[config.mk]
export PLATFORM = sky130hd
export DESIGN_NAME = ssc_sqrt
export DESIGN_NICKNAME = d
export VERILOG_FILES = /design/src/hw/rtl/ssc_pkg.sv /design/src/hw/rtl/ssc_sqrt.sv
export SDC_FILE = /design/constraint.sdc
export NUM_CORES = 2
export LEC_CHECK = 0
export ABC_AREA = 1
export BUFFER_PORTS_ARGS = -buffer_cell sky130_fd_sc_hd__buf_2
export CORE_MARGIN = 3
export CORE_UTILIZATION = 30
export DETAILED_ROUTE_END_ITERATION = 8
export GPL_TIMING_DRIVEN = 0
export PLACE_DENSITY = 0.45
export SLEW_MARGIN = 40
export SYNTH_ARGS = -nofsm -noshare
export SYNTH_HDL_FRONTEND = slang
export SYNTH_SLANG_ARGS = --single-unit
export TNS_END_PERCENT = 1
[constraint.sdc]
create_clock -name clock -period 2.41 [get_ports clock]
set_input_delay 0.6025 -clock clock [delete_from_list [all_inputs] [get_ports clock]]
set_output_delay 0.6025 -clock clock [all_outputs]
set_load 0.01 [all_outputs]
[src/hw/rtl/ssc_pkg.sv]
// Shared types and constants for the segment stroke coverage block.
// Used by ssc_div, ssc_sqrt and segment_stroke_coverage_top; depends on nothing.
`default_nettype none
package ssc_pkg;

   localparam int COORD_WIDTH_DEF = 16;
   localparam int FRAC_BITS_DEF   = 4;

   localparam int RADIUS_W  = 16;
   localparam int THRESH_W  = 8;
   localparam int CSR_IDX_W = 1;
   localparam int COV_W     = 9;
   localparam int RSP_W     = 16;

   // Projection ratio T carries this many fraction bits.
   localparam int T_BITS    = 30;
   localparam int QUO_W     = T_BITS + 1;
   localparam int QUO_LO_W  = 16;
   localparam int QUO_HI_W  = QUO_W - QUO_LO_W;

   // Distances are in units of 1/256 pixel.
   localparam int DIST_FRAC = 8;

   localparam logic [COV_W-1:0] COV_FULL = 9'd256;
   localparam logic [RADIUS_W-1:0] RADIUS_RESET = 16'd16;
   localparam logic [THRESH_W-1:0] THRESH_RESET = 8'd1;

   typedef enum logic [CSR_IDX_W-1:0] {
      REG_STROKE_RADIUS   = 1'b0,
      REG_DEGEN_THRESHOLD = 1'b1
   } reg_index_type;

   typedef struct packed {
      logic valid;
      logic force_zero;
   } ctl_type;

endpackage
`default_nettype wire

[src/hw/rtl/ssc_sqrt.sv]
// Pipelined integer square root, one root bit per stage.
// Depends on ssc_pkg for the control struct.
`default_nettype none
module ssc_sqrt #(
   parameter int IN_W = 42
) (
   input  wire logic               clock,
   input  wire logic               reset,
   input  wire logic               en,
   input  wire ssc_pkg::ctl_type   in_ctl,
   input  wire logic [IN_W-1:0]    in_val,
   output ssc_pkg::ctl_type        out_ctl,
   output logic [IN_W/2-1:0]       out_root
);

   localparam int RW  = IN_W / 2;
   localparam int RMW = RW + 3;

   ssc_pkg::ctl_type ctl_ff  [RW];
   logic [IN_W-1:0]  val_ff  [RW];
   logic [RMW-1:0]   rem_ff  [RW];
   logic [RW-1:0]    root_ff [RW];

   for (genvar i = 0; i < RW; i++) begin : g_stage
      ssc_pkg::ctl_type ctl_src;
      logic [IN_W-1:0]  val_src;
      logic [RMW-1:0]   rem_src;
      logic [RW-1:0]    root_src;
      logic [RMW+1:0]   rem_cat;
      logic [RMW-1:0]   rem_try;
      logic [RMW-1:0]   trial;
      logic             ge;

      if (i == 0) begin : g_first
         assign ctl_src  = in_ctl;
         assign val_src  = in_val;
         assign rem_src  = '0;
         assign root_src = '0;
      end else begin : g_next
         assign ctl_src  = ctl_ff[i-1];
         assign val_src  = val_ff[i-1];
         assign rem_src  = rem_ff[i-1];
         assign root_src = root_ff[i-1];
      end

      always_comb begin
         // Bring down the next pair of radicand bits and try root*4 + 1.
         rem_cat = {rem_src, val_src[IN_W-1 -: 2]};
         rem_try = rem_cat[RMW-1:0];
         trial   = {1'b0, root_src, 2'b01};
         ge      = rem_try >= trial;
      end

      always_ff @(posedge clock) begin
         if (reset) begin
            ctl_ff[i] <= '0;
         end else if (en) begin
            ctl_ff[i] <= ctl_src;
         end
      end

      always_ff @(posedge clock) begin
         if (en) begin
            val_ff[i]  <= val_src << 2;
            rem_ff[i]  <= ge ? rem_try - trial : rem_try;
            root_ff[i] <= {root_src[RW-2:0], ge};
         end
      end
   end

   assign out_ctl  = ctl_ff[RW-1];
   assign out_root = root_ff[RW-1];

endmodule
`default_nettype wire

==> summary.txt <==
Synth
  – FFs w/ async S/R, synth: 0%
  – Post-synthesis register bit count: 1105
  – Syn_nets: 6687
  – Area fraction of the dominant cell type after synthesis: 56.5%
  – Post-synth top flop: edfxtp_1
  – Sequential fraction of the synthesis area: 56.5%
  – Synth warn: 0
  – Synthesized instance count: 6387
  – Post-synth cell types: 54
  – Largest area contributor in the netlist: edfxtp_1
  – Post-synth EDFFs: 1105
  – Average size of a mapped cell: 9.20 sq um
  – Ranking of synthesized cells by area: edfxtp_1 56%, nand2_1 13%, inv_1 6.8%, ha_1 5.4%, nor2_1 3.7%
  – Cell area after synthesis: 58800 sq um

Hold path
  – Min-Delay Path Depth: 3
  – Hold path startpoint: in_val[40]
  – Min-delay worst type: primary input to flip-flop
  – Worst Hold Endpoint: rem_ff[0][1]

Setup path
  – FF-to-FF setup slack: 0.03 ns
  – Crit path kind: flip-flop to flip-flop
  – Reg2reg start: root_ff[1][151]
  – Critical path arrival: 2.90 ns
  – Reg2reg path depth: 12
  – Crit Reg-Reg Endpoint: rem_ff[4][12]
  – Crit Path Max Fanout: 10
  – Startpoint Class: flip-flop
  – Worst Setup End Kind: flip-flop
  – Required time of the critical path: 2.92 ns

STA
  – Final min period: 2.38 ns
  – Fin worst setup slack: 0.0283 ns
  – Final period util: 98.8%
  – Setup violations, final: 0
  – Clock skew: 0.0400 ns
  – Highest clock rate: 420 MHz
  – Unrepaired setup endpoints after global routing: true
  – Rel. slew slack: 59.3%
  – Worst Tran Pin Value: 0.603 ns
  – Final Max Tran Viols: 0
  – Final hold vios: 0

Die
  – Die H: 449 um
  – IO Pins: 70
  – Die X-Extent: 449 um
  – Die area: 201000 sq um
  – Core Footprint: 194000 sq um
  – Initial Utilization: 30.4%
  – Rows: 161

Placement
  – Port Buf Inserts: 69
  – Post-placement cell area: 62700 sq um
  – Dpl ws: -1.13 ns
  – Final GP Congestion: 0.884
  – DP HPWL: 110 mm

Global routing
  – Largest net degree at the start of global routing: 106
  – First-pass GRT wire length: 228 mm
  – Aggregate global routing overflow: 0
  – Total GRT Usage: 14.3%
  – Vias in the first global route: 40527
  – Antenna violations before repair: 1

Clock tree
  – Root buffer cell: clkbuf_16
  – Clk sinks: 1105
  – Worst-Skew Late Latency: 0.78 ns
  – CTS tree: done
  – CTS clk-pin slew, worst paths: 0.05 ns
  – Clock Path Buffers: 3
  – CTS Buf Count: 136
  – Htree depth: 4

Finish
  – Number of fill cells: 19825
  – Finished Cell Area: 68700 sq um
  – Layout cells sized above 1: 10.1%
  – Register area: 33200 sq um
  – Nets@finish: 6985
  – Area used by multi-input combinational logic: 21700 sq um
  – Area grow syn2layout: 16.8%

Drt
  – Drt first pass iters: 5
  – Vias: 41893
  – Drt via density: 4.46
  – DRC marker count from the first detailed-route iteration: 3065
  – DRC: 0
  – Final ANT Viol Nets: 0
  – Drt total wl: 145 mm
  – Wirelength per Cell: 15.5 um

Pwr
  – VDD IR max: 0.000575 V
  – PD cells: 813 nW/um^2
  – Lkg Pwr: 29.6 nW

Run
  – MaxCap Viol Count: 0

Outcome
  – Outcome: finished clean
## cells by family after synthesis
| logic type | after synthesis | share of synthesized area, % |
|---|---|---|
| and+or+nand+nor | 3243 | 23.4 |
| buffers and inverters | 1151 | 7.87 |
| DFF | 1105 | 56.5 |
| AOI/OAI and AO/OA | 476 | 4.57 |
| adders and majority gates | 253 | 5.39 |
| xor gates and xnor gates | 158 | 2.35 |
| other | 1 | 0.00638 |
## metrics by stage
step | cells | hold slack [ns] | utilization [%] | power [mW] | setup TNS, ns
after detailed placement | 9075 | 0.405 | 32.4 | 35.5 | -322.15
after global placement | 9064 | 0.403 | 32.2 | 36.1 | -
after global routing | 9397 | 0.0713 | 35.5 | 59.3 | -11.43
final | 9397 | 0.124 | 35.5 | 55.8 | 0
after floorplan | 6387 | 0.400 | - | 32.0 | 0
after CTS | 9364 | 0.0400 | 35.0 | 56.5 | -0.179
## cell type report
type	instances	area share (%)
Antenna cell	1	0.00364
Buffer	52	0.756
Clock buffer	161	5.12
Clock inverter	80	1.35
Inverter	1099	6.06
Multi-Input combinational cell	4131	31.6
Sequential cell	1105	48.3
Tap cell	2608	4.75
Timing Repair Buffer	160	2.07
## layout by cell type, fill, tap and decap left out, drive strengths merged, types with 3 or more instances in the layout
cell         count
clkinvlp         9
nor2           613
o211ai           4
xor2            96
and2            14
nor3            56
clkinv          49
xnor2           62
nand3          348
buf            162
a21oi          249
bufinv          12
a21boi           3
nand4          100
dlygate4sd3     40
o21ai          205
or2             23
inv           1109
clkbuf         169
nand2         2017
edfxtp        1105
ha             253
o21bai           9
nand3b          65
nor4             3
## metal layers
metal  routed length (um)  part of all wire (%)  track usage, %
met1                67900                    47            19.4
met5                    0                     0               0
met2                67100                    46            23.3
met4                 3500                   2.4            3.95
met3                 6710                   4.6            2.44
## cell usage after synthesis (3+ instances only)
| master | count |
|---|---|
| nor3_1 | 53 |
| o21bai_1 | 9 |
| ha_1 | 253 |
| and2_1 | 14 |
| o211ai_1 | 4 |
| inv_4 | 4 |
| buf_6 | 19 |
| nand4_1 | 96 |
| buf_8 | 4 |
| nor3_2 | 3 |
| nand3_4 | 5 |
| nand2_1 | 1968 |
| nor2_1 | 577 |
| xnor2_1 | 62 |
| or2_2 | 19 |
| nor4_1 | 3 |
| inv_2 | 23 |
| o21ai_1 | 38 |
| nand2_2 | 47 |
| xor2_1 | 96 |
| o21ai_2 | 39 |
| nand3_1 | 334 |
| a21oi_1 | 224 |
| nand3b_1 | 65 |
| or2_0 | 3 |
| o21ai_0 | 128 |
| nor2_4 | 12 |
| nand4_2 | 4 |
| nand3_2 | 9 |
| edfxtp_1 | 1105 |
| a21oi_2 | 24 |
| inv_1 | 1069 |
| buf_4 | 12 |
| nor2_2 | 23 |
| clkbuf_1 | 5 |
| buf_2 | 10 |
## power by group
part / internal (mW) / switching (mW) / leakage, nW
clock: 11.9 / 8.42 / 2.14
combinational: 3.75 / 6.82 / 16.8
sequential: 23.6 / 1.34 / 10.7
## registers in the layout (all words and copies together) (netlist names)
register	flops
val_ff	420
rem_ff	412
root_ff	231
ctl_ff	42
## worst max-delay path by stage
stage,start,endpoint
after floorplan,rem_ff[1][0],rem_ff[1][28]
after global placement,en,ctl_ff[2][8]
after detailed placement,en,root_ff[1][139]
after CTS,val_ff[2][79],rem_ff[2][51]
after global routing,root_ff[2][27],rem_ff[4][62]
final,root_ff[1][151],rem_ff[4][12]
## worst max-delay path, stage by stage, from the launching register on
cell and delay, ns:
edfxtp_1 0.40, inv_1 0.07, ha_1 0.36, nand2_2 0.11, nor2_4 0.17, nand3_1 0.13
nand2_2 0.16, nand2_1 0.09, nand4_2 0.17, inv_2 0.07, clkbuf_4 0.22, nand2_1 0.09
nand2_1 0.07
## repair_timing
action,CTS,global route
hold buffers,40,0
endpoints found under the hold margin,40,0
pin swaps,3,7
setup buffers,6,32
gates resized for setup,30,126
setup endpoints to repair,235,437
cloned,2,0
Power figures use the tool's default switching activity.
